### src/hw/rtl/aip_pkg.sv
// shared types, codes and helpers for the ascii integer parser
package aip_pkg;

  localparam int MAX_WIDTH = 64;

  // register indexes
  localparam logic [1:0] REG_RADIX        = 2'd0;
  localparam logic [1:0] REG_WIDTH_SELECT = 2'd1;
  localparam logic [1:0] REG_SIGNED_MODE  = 2'd2;

  // result status codes
  localparam logic [2:0] ST_OK    = 3'd0;
  localparam logic [2:0] ST_BASE  = 3'd1;
  localparam logic [2:0] ST_EMPTY = 3'd2;
  localparam logic [2:0] ST_CHAR  = 3'd3;
  localparam logic [2:0] ST_RANGE = 3'd4;

  // character codes
  localparam logic [7:0] CH_ZERO  = 8'h30;
  localparam logic [7:0] CH_NINE  = 8'h39;
  localparam logic [7:0] CH_LA    = 8'h61;
  localparam logic [7:0] CH_LZ    = 8'h7a;
  localparam logic [7:0] CH_UA    = 8'h41;
  localparam logic [7:0] CH_UZ    = 8'h5a;
  localparam logic [7:0] CH_LX    = 8'h78;
  localparam logic [7:0] CH_UX    = 8'h58;
  localparam logic [7:0] CH_LO    = 8'h6f;
  localparam logic [7:0] CH_UO    = 8'h4f;
  localparam logic [7:0] CH_LB    = 8'h62;
  localparam logic [7:0] CH_UB    = 8'h42;
  localparam logic [7:0] CH_MINUS = 8'h2d;
  localparam logic [7:0] CH_PLUS  = 8'h2b;

  localparam logic [5:0] RADIX_MAX = 6'd36;
  localparam logic [5:0] RADIX_DEC = 6'd10;
  localparam logic [5:0] RADIX_HEX = 6'd16;
  localparam logic [5:0] RADIX_OCT = 6'd8;
  localparam logic [5:0] RADIX_BIN = 6'd2;

  typedef enum logic [3:0] {
    PH_START  = 4'b0001,
    PH_SIGNED = 4'b0010,
    PH_ZERO   = 4'b0100,
    PH_DIGITS = 4'b1000
  } phase_t;

  typedef struct packed {
    logic       kind;
    logic [7:0] char_code;
  } in_word_t;

  typedef struct packed {
    logic [2:0]  status;
    logic [63:0] value;
  } out_word_t;

  typedef struct packed {
    logic [5:0] radix;
    logic [1:0] width_select;
    logic       signed_mode;
  } cfg_t;

  // result width in bits, capped at MAX_WIDTH
  function automatic logic [6:0] width_bits(input logic [1:0] ws);
    logic [7:0] w;
    w = 8'd8 << ws;
    if (w > 8'(MAX_WIDTH)) begin
      w = 8'(MAX_WIDTH);
    end
    return w[6:0];
  endfunction

endpackage

### src/hw/rtl/ascii_integer_parser.sv
// top level of the ascii integer parser
//
//   channel   dir  handshake                 word
//   char      in   char_valid / char_stall   char_word (kind, char_code)
//   result    out  result_valid / result_stall result_word (status, value)
//   cfg       in   cfg_we                    cfg_index, cfg_data
//
// one word accepted per cycle unless char_stall holds it; a character is
// taken into the input register and then updates the state, an end mark's
// result passes from the input register into the result register once that
// register is free; the core's step logic is the combinational 64x6
// multiply-add and compare; reset clears state, configuration and valids;
// a stalled result holds an end mark in the input register while characters behind a delivered result keep flowing
module ascii_integer_parser import aip_pkg::*; (
  input  logic       clk,
  input  logic       rst,
  input  logic       char_valid,
  output logic       char_stall,
  input  in_word_t   char_word,
  output logic       result_valid,
  input  logic       result_stall,
  output out_word_t  result_word,
  input  logic       cfg_we,
  input  logic [1:0] cfg_index,
  input  logic [5:0] cfg_data
);

  logic      held_valid;
  in_word_t  held_word;
  logic      out_free;
  logic      advance;
  out_word_t step_result;

  // a character never needs the result register
  assign advance = held_valid && (!held_word.kind || out_free);

  aip_in_stage u_in (
    .clk        (clk),
    .rst        (rst),
    .char_valid (char_valid),
    .char_stall (char_stall),
    .char_word  (char_word),
    .advance    (advance),
    .held_valid (held_valid),
    .held_word  (held_word)
  );

  aip_core u_core (
    .clk       (clk),
    .rst       (rst),
    .cfg_we    (cfg_we),
    .cfg_index (cfg_index),
    .cfg_data  (cfg_data),
    .step      (advance),
    .item      (held_word),
    .result    (step_result)
  );

  aip_out_stage u_out (
    .clk          (clk),
    .rst          (rst),
    .load         (advance && held_word.kind),
    .load_word    (step_result),
    .free         (out_free),
    .result_valid (result_valid),
    .result_stall (result_stall),
    .result_word  (result_word)
  );

endmodule

### src/hw/rtl/aip_in_stage.sv
// input register: holds one accepted word until the core takes it
module aip_in_stage import aip_pkg::*; (
  input  logic     clk,
  input  logic     rst,
  input  logic     char_valid,
  output logic     char_stall,
  input  in_word_t char_word,
  input  logic     advance,
  output logic     held_valid,
  output in_word_t held_word
);

  assign char_stall = held_valid && !advance;

  always_ff @(posedge clk) begin
    if (rst) begin
      held_valid <= 1'b0;
    end else if (!char_stall) begin
      held_valid <= char_valid;
    end
  end

  always_ff @(posedge clk) begin
    if (char_valid && !char_stall) begin
      held_word <= char_word;
    end
  end

endmodule

### src/hw/rtl/aip_core.sv
// parse state, configuration registers and the per-word step logic
module aip_core import aip_pkg::*; (
  input  logic       clk,
  input  logic       rst,
  input  logic       cfg_we,
  input  logic [1:0] cfg_index,
  input  logic [5:0] cfg_data,
  input  logic       step,
  input  in_word_t   item,
  output out_word_t  result
);

  cfg_t        cfg;
  phase_t      phase, phase_next;
  logic [63:0] acc, acc_next;
  logic        neg, neg_next;
  logic [5:0]  active_radix, active_radix_next;
  logic [2:0]  err, err_next;

  logic        fresh;
  logic [5:0]  ar0;
  logic [2:0]  err0;
  logic [7:0]  c;
  logic        dig_ok;
  logic [5:0]  dig_val;
  logic [5:0]  ar_d;
  logic [5:0]  base;
  logic [6:0]  w;
  logic [70:0] lim_pos;
  logic [70:0] lim_neg;
  logic [70:0] lim;
  logic [69:0] prod;
  logic [70:0] sum;
  logic        is_prefix;
  logic [5:0]  want;
  logic        take;

  always_ff @(posedge clk) begin
    if (rst) begin
      cfg.radix        <= 6'd0;
      cfg.width_select <= 2'd3;
      cfg.signed_mode  <= 1'b0;
    end else if (cfg_we) begin
      case (cfg_index)
        REG_RADIX:        cfg.radix        <= cfg_data;
        REG_WIDTH_SELECT: cfg.width_select <= cfg_data[1:0];
        REG_SIGNED_MODE:  cfg.signed_mode  <= cfg_data[0];
        default:          ;
      endcase
    end
  end

  // radix is sampled on the first word of each string
  assign fresh = (phase == PH_START) && (err == ST_OK);
  assign ar0   = fresh ? cfg.radix : active_radix;
  assign err0  = (fresh && (cfg.radix == 6'd1 || cfg.radix > RADIX_MAX)) ? ST_BASE : err;
  assign c     = item.char_code;

  always_comb begin
    dig_ok  = 1'b1;
    dig_val = 6'd0;
    if (c inside {[CH_ZERO:CH_NINE]}) begin
      dig_val = 6'(c - CH_ZERO);
    end else if (c inside {[CH_LA:CH_LZ]}) begin
      dig_val = 6'(c - CH_LA) + 6'd10;
    end else if (c inside {[CH_UA:CH_UZ]}) begin
      dig_val = 6'(c - CH_UA) + 6'd10;
    end else begin
      dig_ok = 1'b0;
    end
  end

  assign ar_d = (ar0 == 6'd0) ? RADIX_DEC : ar0;
  assign base = (ar_d < 6'd2 || ar_d > RADIX_MAX) ? RADIX_DEC : ar_d;

  // range check as acc*base + digit > limit, no divide needed
  assign w       = width_bits(cfg.width_select);
  assign lim_pos = (71'(1) << w) - 71'(1);
  assign lim_neg = 71'(1) << (w - 7'd1);
  assign lim     = neg ? lim_neg : lim_pos;
  assign prod    = {6'd0, acc} * 70'(base);
  assign sum     = 71'(prod) + 71'(dig_val);

  always_comb begin
    is_prefix = 1'b1;
    want      = RADIX_HEX;
    if (c == CH_LX || c == CH_UX) begin
      want = RADIX_HEX;
    end else if (c == CH_LO || c == CH_UO) begin
      want = RADIX_OCT;
    end else if (c == CH_LB || c == CH_UB) begin
      want = RADIX_BIN;
    end else begin
      is_prefix = 1'b0;
    end
  end

  always_comb begin
    phase_next        = phase;
    acc_next          = acc;
    neg_next          = neg;
    active_radix_next = ar0;
    err_next          = err0;
    take              = 1'b0;
    result.status     = err0;
    result.value      = 64'd0;

    if (item.kind) begin
      if (err0 == ST_OK) begin
        if (phase == PH_START || phase == PH_SIGNED) begin
          result.status = ST_EMPTY;
        end else if (neg) begin
          result.value = (64'd0 - acc) & lim_pos[63:0];
        end else begin
          result.value = acc & lim_pos[63:0];
        end
      end
      phase_next        = PH_START;
      acc_next          = 64'd0;
      neg_next          = 1'b0;
      active_radix_next = 6'd0;
      err_next          = ST_OK;
    end else if (err0 == ST_OK) begin
      case (phase)
        PH_START: begin
          if (c == CH_PLUS) begin
            phase_next = PH_SIGNED;
          end else if (c == CH_MINUS && cfg.signed_mode) begin
            neg_next   = 1'b1;
            phase_next = PH_SIGNED;
          end else if (c == CH_ZERO) begin
            phase_next = PH_ZERO;
          end else begin
            take = 1'b1;
          end
        end
        PH_SIGNED: begin
          if (c == CH_ZERO) begin
            phase_next = PH_ZERO;
          end else begin
            take = 1'b1;
          end
        end
        PH_ZERO: begin
          if (is_prefix) begin
            if (ar0 != 6'd0 && ar0 != want) begin
              err_next = ST_CHAR;
            end else begin
              active_radix_next = want;
              phase_next        = PH_DIGITS;
            end
          end else begin
            take = 1'b1;
          end
        end
        default: take = 1'b1;
      endcase

      if (take) begin
        active_radix_next = ar_d;
        phase_next        = PH_DIGITS;
        if (!dig_ok || dig_val >= base) begin
          err_next = ST_CHAR;
        end else if (sum > lim) begin
          err_next = ST_RANGE;
        end else begin
          acc_next = sum[63:0];
        end
      end
    end
  end

  always_ff @(posedge clk) begin
    if (rst) begin
      phase        <= PH_START;
      acc          <= 64'd0;
      neg          <= 1'b0;
      active_radix <= 6'd0;
      err          <= ST_OK;
    end else if (step) begin
      phase        <= phase_next;
      acc          <= acc_next;
      neg          <= neg_next;
      active_radix <= active_radix_next;
      err          <= err_next;
    end
  end

  // an end mark starts a clean string
  a_end_clears: assert property (@(posedge clk) disable iff (rst)
    step && item.kind |=> phase == PH_START && err == ST_OK && acc == 64'd0)
    else $error("state not cleared after end mark");

  // the first error stays until the end mark
  a_err_sticky: assert property (@(posedge clk) disable iff (rst)
    step && !item.kind && err != ST_OK |=> err == $past(err))
    else $error("latched error changed");

  // a character never produces a nonzero accumulator past the positive limit
  a_acc_in_range: assert property (@(posedge clk) disable iff (rst)
    step && !item.kind && err_next == ST_OK |=> 71'(acc) <= lim_pos || neg)
    else $error("accumulator beyond limit");

endmodule

### src/hw/rtl/aip_out_stage.sv
// result register: holds one result word until it is taken
module aip_out_stage import aip_pkg::*; (
  input  logic      clk,
  input  logic      rst,
  input  logic      load,
  input  out_word_t load_word,
  output logic      free,
  output logic      result_valid,
  input  logic      result_stall,
  output out_word_t result_word
);

  assign free = !result_valid || !result_stall;

  always_ff @(posedge clk) begin
    if (rst) begin
      result_valid <= 1'b0;
    end else if (load) begin
      result_valid <= 1'b1;
    end else if (!result_stall) begin
      result_valid <= 1'b0;
    end
  end

  always_ff @(posedge clk) begin
    if (load) begin
      result_word <= load_word;
    end
  end

  a_load_when_free: assert property (@(posedge clk) disable iff (rst)
    load |-> free)
    else $error("result overwritten while stalled");

  a_error_zero_value: assert property (@(posedge clk) disable iff (rst)
    result_valid && result_word.status != ST_OK |-> result_word.value == 64'd0)
    else $error("error result with nonzero value");

endmodule

### config.mk
export PLATFORM = sky130hd
export DESIGN_NAME = ascii_integer_parser
export DESIGN_NICKNAME = d
export VERILOG_FILES = /design/src/hw/rtl/aip_pkg.sv /design/src/hw/rtl/ascii_integer_parser.sv /design/src/hw/rtl/aip_in_stage.sv /design/src/hw/rtl/aip_core.sv /design/src/hw/rtl/aip_out_stage.sv
export SDC_FILE = /design/constraint.sdc
export NUM_CORES = 1
export LEC_CHECK = 0
export BUFFER_PORTS_ARGS = -buffer_cell sky130_fd_sc_hd__buf_2
export CORE_MARGIN = 4
export CORE_UTILIZATION = 45
export CTS_BUF_LIST = sky130_fd_sc_hd__clkbuf_2 sky130_fd_sc_hd__clkbuf_4 sky130_fd_sc_hd__clkbuf_8
export CTS_CLUSTER_SIZE = 8
export DETAILED_ROUTE_END_ITERATION = 7
export PLACE_DENSITY = 0.75
export REMOVE_ABC_BUFFERS = 1
export SLEW_MARGIN = 15
export SYNTH_ARGS = -nofsm -noshare
export SYNTH_HDL_FRONTEND = slang
export SYNTH_SLANG_ARGS = --single-unit
### constraint.sdc
create_clock -name clk -period 11.3 [get_ports clk]
set_input_delay 0.565 -clock clk [delete_from_list [all_inputs] [get_ports clk]]
set_output_delay 0.565 -clock clk [all_outputs]
set_load 0.01 [all_outputs]
=== After elaboration in Yosys (flattened, before gate mapping) ===
Index checks and enable logic that the tools add are counted.

* Shift-type cells: 3
* Eq/ne operators: 22
* Add/sub/neg operators: 9
* Muxes and demuxes: 65
* Bitwise operators: 4
* Reductions and logical operators: 43
* Order comparisons: 12
* Multipliers: 1

{| class="wikitable"
|+ Operators by type and width
! kind !! count
|-
| 64-bit 2-to-1 mux || 7
|-
| 1-bit by 7-bit << shifter with 71-bit output (first input constant) || 2
|-
| 67-bit 2-to-1 mux || 2
|-
| 64-bit AND || 2
|-
| 6-bit 2-to-1 mux || 14
|-
| 70-bit by 6-bit adder with 71-bit output || 1
|-
| 71-bit > comparator || 1
|-
| 71-bit 2-to-1 mux || 1
|-
| 71-bit by 2-bit subtractor with 71-bit output (second input constant) || 1
|-
| 64-bit by 6-bit multiplier with 70-bit output || 1
|-
| 1-bit by 64-bit subtractor with 64-bit output (first input constant) || 1
|-
| 8-bit by 7-bit equality test with 1-bit output (second input constant) || 6
|-
| 4-bit 2-to-1 mux || 8
|-
| 3-bit 2-to-1 mux || 10
|-
| 8-bit by 6-bit equality test with 1-bit output (second input constant) || 3
|-
| 1-bit 2-to-1 mux || 19
|-
| 8-bit by 7-bit greater-or-equal comparator with 1-bit output (second input constant) || 2
|-
| 8-bit by 7-bit less-or-equal comparator with 1-bit output (second input constant) || 2
|-
| 5-bit AND reduction || 3
|-
| 6-bit by 4-bit adder with 6-bit output (second input constant) || 2
|-
| 6-bit > comparator (second input constant) || 2
|-
| 4-bit case mux with 3 select lines || 1
|-
| 6-bit subtractor (second input constant) || 2
|-
| 1-bit logical AND || 11
|-
| other kinds (33) || 55
|}

* Output and inout port bits: 69
* Word-level logic and storage cells: 173
* Input port bits: 22
* Bits in registers: 165

=== Depth between registers and ports, before layout ===
* Depth in word-level cells: 16
* Gate-level depth with buffers: 47
* Depth with buffers taken out: 43

=== By module ===
Synthesis repeated with hierarchy kept, for this count alone.

* Cells, all modules: 2702
* Area, all modules: 23231.0 um^2

{| class="wikitable"
|+ Modules (own cells, without submodules)
! module !! seq. area each (um^2) !! cells each !! area each (um^2) !! times used
|-
| aip_core || 1741.7 || 2615 || 20847.5 || 1
|-
| aip_out_stage || 2031.9 || 71 || 2044.5 || 1
|-
| aip_in_stage || 290.3 || 13 || 320.3 || 1
|-
| ascii_integer_parser || 0.0 || 3 || 18.8 || 1
|}

=== Least setup slack after synthesis ===
Ideal clock, no wire load.

* Path kind: reg-to-reg
* Start: register u_core.phase[0]
* End: register u_core.acc[56]
* Path slack: 237 ps
* Buffers on the path: 6
* Stages on the path, launching flop included: 45
* Required time: 11240 ps
* Library setup time: 60 ps
* Data arrival time: 11003 ps
* Period minus slack after synthesis: 11063 ps
* Cell sequence: dfxtp_1 -> clkbuf_1 -> or4b_2 -> nor2b_1 -> clkbuf_1 -> o311ai_0 -> and2_1 -> nand2b_1 -> nand2b_1 -> and3_1 -> clkbuf_1 -> clkbuf_1 -> nand2_1 -> fa_1 -> fa_1 -> inv_1 -> fa_1 -> inv_1 -> [... 9 more ...] -> o2111ai_1 -> and2_1 -> o311ai_0 -> a31oi_1 -> xnor2_1 -> ha_1 -> nand3_1 -> or4_1 -> nor3_1 -> o21ai_0 -> a21oi_1 -> a211oi_1 -> or2_2 -> a21oi_1 -> nor2b_1 -> clkbuf_1 -> clkbuf_1 -> a22o_1

* Longest elaborated chain between the ends: 15
* Elaborated cells between the ends (all ways): 32
* Those cells by class: add/sub: 1; mul: 1; order compare: 4; eq/ne: 5; mux: 12; reduce/logical: 9

{| class="wikitable"
|+ Ends and longest elaborated chain
! item !! line !! text
|-
| start, declared || aip_core.sv:14 || <nowiki>phase_t phase, phase_next;</nowiki>
|-
| start signal, assigned || aip_core.sv:181 || <nowiki>phase <= phase_next;</nowiki>
|-
| parallel branches: the longest is 15 deep, another holds 70-bit by 6-bit adder with 71-bit output || - ||
|-
| end signal, assigned || aip_core.sv:182 || <nowiki>acc <= acc_next;</nowiki>
|-
| end, declared || aip_core.sv:15 || <nowiki>logic [63:0] acc, acc_next;</nowiki>
|}

Parallel ways; which one is timed is not known. The select of a mux whose other input is x is not followed.
A chain may end at the register's enable or synchronous reset.

=== Worst setup path after layout ===
* Start: register u_core.phase[1]
* End: register u_core.acc[53]

Same word-level chain as after synthesis.

==> run summary <==
The flow ran to the end, and the final reports show no timing, DRC or antenna violations. Dividing the synthesized area by the synthesized cell count gives between 8 and 9 µm². The required time at the worst-slack endpoint came out at approximately 12000 ps. The cell with the largest stage delay on the worst path is sky130_fd_sc_hd__or4b_2.

The post-synthesis sequential area ratio came out at 0.179. The wire-length estimate of the detail-placed layout is ~48000 µm. The number of buffers created by CTS came out at 17. The die covers 54000 µm².

The maximum root-to-sink buffer count came out at 2. The final count of negative-setup-slack endpoints came out at 0. The final cell count without fillers came out at 3209.

For this run the aggregate overflow at the end of global routing stands at 0. The placer congestion estimate is about 0.98. The number of levels the H-tree was split into is 4. The placement row count is 81.

The destination of the worst hold path is u_in.held_word[4]. The critical path is of the reg -> reg type. The most frequently used flop master after synthesis is sky130_fd_sc_hd__dfxtp_1. The peak clock frequency supported by timing is 0.0935 GHz. The routed via count divided by cell count came out at between 5 and 6. The top-level port count is 91. The largest incremental delay on the critical path is 730 ps.

The global-route wire length before repair came out at between 100000 and 150000 µm. At the end of the flow, the number of nets in the layout was a little over 3000. The number of maximum-capacitance constraint violations is 0. After detailed routing, the number of remaining DRC violations is 0. The total count of max-transition violations in the final report is 0.

The highest net fanout along the worst path came out at 17. For this block, the routed nets add up to between 60000 and 70000 µm of wire. The number of register bits inferred by synthesis is 165. STA classifies the critical path startpoint as a flop.

The areal power density over the cells is 53.3 nW/µm². The length of the first detailed-routing pass in iterations came out at 8. In this run the critical register-to-register path is captured at u_core.acc[53]. Hold timing on the final database bottoms out at a slack of 167 ps. The worst relative slew slack is 0.258.

The synthesized design contains 76 enable-type register cells. The share of async-settable or async-resettable flops after synthesis is 0. The number of antenna violations at the first check in global routing is 0. STA puts the critical path data arrival time at about 11000 ps. The largest clock skew in the final design came out at between 20 and 25 ps. The fraction of final layout cells sized beyond drive strength 1 is 0.0884.

The clock-pin slew on the worst setup and hold paths came out at about 90 ps. The post-synthesis to final-layout area growth came out at 6.77%. The total track usage is 0.231. TritonCTS built the clock tree.

During synthesis, Yosys emitted a total of 0 warnings. The die width came out at ~230 µm. The total vias in the final route came out at between 15000 and 20000. The diode insertion count for antenna repair is 0. The transition time at the pin with the least slew margin came out at 1110 ps. The depth of the worst register-to-register path is 39. CTS placed an instance of sky130_fd_sc_hd__clkbuf_8 at the clock tree root. The fill cell instance count of the final layout is 4550. The static leakage came out at approximately 12 nW. Setup repair after global routing left no endpoint under its margin. The post-synthesis instance area came out at between 20000 and 25000 µm².

The tightest min-delay check is of the in -> reg type. The register-to-register setup slack is around 600 ps. The placed cell count is 3174.

The worst-case vdd ir drop came out at between 0.08 and 0.09 mV. The total number of clock tree sinks is ~170. The number of global-route vias before repair came out at around 19000. Counting instances, the worst hold path has a depth of 1.

The maximum number of pins on one net before global-route repair is 72. The total count of hold-check failures in the final report came out at 0. In this run the critical register-to-register path is launched from u_core.phase[1]. At the later pin of the worst-skew pair, clock insertion delay measures 580 ps.

The initial DRC count is approximately 1400. Once detail routing completed, the nets flagged for antenna violations numbered 0. The region available for standard cell placement spans 49400 µm². The distinct cell type count of the synthesized netlist is 73. Of the available clock period, the critical path in the final layout requires 0.947. The kind of end point of the critical path is a flop. The gate count of the mapped netlist came out at roughly 2600. For the finished layout, the period the worst path requires is roughly 11000 ps.

The port buffer count is 90. The startpoint identified for the worst hold timing path is char_word[4]. The initial core utilization came out at 0.459. The final routed wire length divided by cell count came out at roughly 19 µm. The floorplan step set the die height to 232 µm.
synthesized netlist by cell type (all sizes together) (52+ instances only):
cell / n / area (µm²)
a22oi: 52 / 390
xor2: 88 / 771
edfxtp: 76 / 2280
ha: 238 / 2980
inv: 176 / 661
a21oi: 115 / 576
nor2: 213 / 800
a21o: 55 / 413
dfxtp: 89 / 1780
and2: 251 / 1570
nand2: 235 / 885
o21ai: 101 / 505
clkbuf: 149 / 559
fa: 252 / 5040
metrics by stage:
| stage | worst slack (ps) | utilization | power (mW) | setup TNS, ps | instance area, µm² |
|---|---|---|---|---|---|
| 6_report | 603 | 0.490 | 1.29 | 0 | 24200 |
| 5_1_grt | 17.2 | 0.490 | 1.34 | 0 | 24200 |
| 4_1_cts | 40.0 | 0.486 | 1.30 | 0 | 24000 |
| 3_5_place_dp | 87.3 | 0.478 | 0.830 | 0 | 23600 |
| 3_3_place_gp | 389 | 0.478 | 0.824 | 0 | 23600 |
| 2_1_floorplan | -3560 | - | 0.752 | -202460 | 22000 |
layer usage:
layer  GRT usage  vias to the layer above  wire length [µm]
met5           0                        -                 0
met4      0.0884                        0              2110
met3      0.0340                      106              3360
met2       0.384                      596             29200
met1       0.304                     9254             26900
li1            -                     8631                 -
sequential cells by signal (all words and copies together) (netlist names):
signal / flops
u_out.result_word: 67
u_core.acc: 64
u_core.cfg: 9
u_in.held_word: 9
u_core.active_radix: 6
u_core.phase: 4
u_core.err: 3
u_core.neg: 1
u_in.held_valid: 1
u_out.result_valid: 1
logic make-up after synthesis:
kind of cell | synth area share
XOR/XNOR | 0.0503
AND/OR/NAND/NOR | 0.204
multiplexers | 0.00586
adder cells (fa/ha/maj) | 0.354
flip-flops | 0.179
AO/OA/AOI/OAI | 0.148
buffers and inverters | 0.0584
what timing repair did:
item                                    in CTS  in global routing
buffers inserted                             0                  2
hold buffers                                 0                  0
gates resized for setup                      0                 44
endpoints found under the setup margin       0                 67
report_power, final:
group / internal [mW] / switching [mW] / total (mW)
Sequential: 0.634 / 0.00948 / 0.643
Combinational: 0.0543 / 0.127 / 0.182
Clock: 0.199 / 0.265 / 0.464
cells in the final DEF, fill, tap and decap left out, types with 7 or more instances in the layout:
cell,instances
sky130_fd_sc_hd__a21o_1,55
sky130_fd_sc_hd__a21oi_1,110
sky130_fd_sc_hd__a22o_1,19
sky130_fd_sc_hd__a22oi_1,52
sky130_fd_sc_hd__a31oi_1,24
sky130_fd_sc_hd__and2_1,251
sky130_fd_sc_hd__and3_1,10
sky130_fd_sc_hd__buf_2,90
sky130_fd_sc_hd__buf_4,28
sky130_fd_sc_hd__clkbuf_8,20
sky130_fd_sc_hd__dfxtp_1,88
sky130_fd_sc_hd__edfxtp_1,76
sky130_fd_sc_hd__fa_1,252
sky130_fd_sc_hd__ha_1,235
sky130_fd_sc_hd__inv_1,175
sky130_fd_sc_hd__mux2i_1,9
sky130_fd_sc_hd__nand2_1,233
sky130_fd_sc_hd__nand2b_1,16
sky130_fd_sc_hd__nand3_1,29
sky130_fd_sc_hd__nand3b_1,8
sky130_fd_sc_hd__nand4_1,36
sky130_fd_sc_hd__nor2_1,209
sky130_fd_sc_hd__nor2b_1,14
sky130_fd_sc_hd__nor3_1,19
sky130_fd_sc_hd__nor4_1,9
sky130_fd_sc_hd__o21a_1,16
sky130_fd_sc_hd__o21ai_0,98
sky130_fd_sc_hd__o21bai_1,22
sky130_fd_sc_hd__o31ai_1,21
sky130_fd_sc_hd__o31ai_4,7
sky130_fd_sc_hd__or2_2,11
sky130_fd_sc_hd__or3_1,27
sky130_fd_sc_hd__or4_1,11
sky130_fd_sc_hd__xnor2_1,42
sky130_fd_sc_hd__xor2_1,88
critical path: cells and delay by family (launching register included):
kind / cells / cell delay, ps
and+or+nand+nor: 10 / 3230
AOI/OAI and AO/OA: 14 / 3090
adders and majority gates: 6 / 2640
buffers and inverters: 7 / 770
muxes: 1 / 390
DFF: 1 / 320
xor gates and xnor gates: 1 / 200
worst max-delay path by stage:
stage | from | endpoint | slack [ps] | cells past startpoint
2_1_floorplan | u_core.phase[1] | u_core.acc[33] | -3560 | 38
3_3_place_gp | u_core.phase[1] | u_core.acc[19] | 390 | 34
3_5_place_dp | u_core.phase[1] | u_core.acc[7] | 90 | 34
4_1_cts | u_core.phase[1] | u_core.acc[7] | 40 | 40
5_1_grt | u_core.phase[1] | u_core.acc[58] | 20 | 39
6_report | u_core.phase[1] | u_core.acc[53] | 600 | 39
cell type report:
type                            count  area, µm²  area share
Inverter                          177        666      0.0275
Tap cell                          664        831      0.0344
Timing Repair Buffer              127        778      0.0322
Clock buffer                       21        283      0.0117
Sequential cell                   165       4070       0.168
Clock inverter                     11        113     0.00466
Multi-Input combinational cell   2044      17400       0.721
Note: power is estimated with default switching activity, not from simulation.
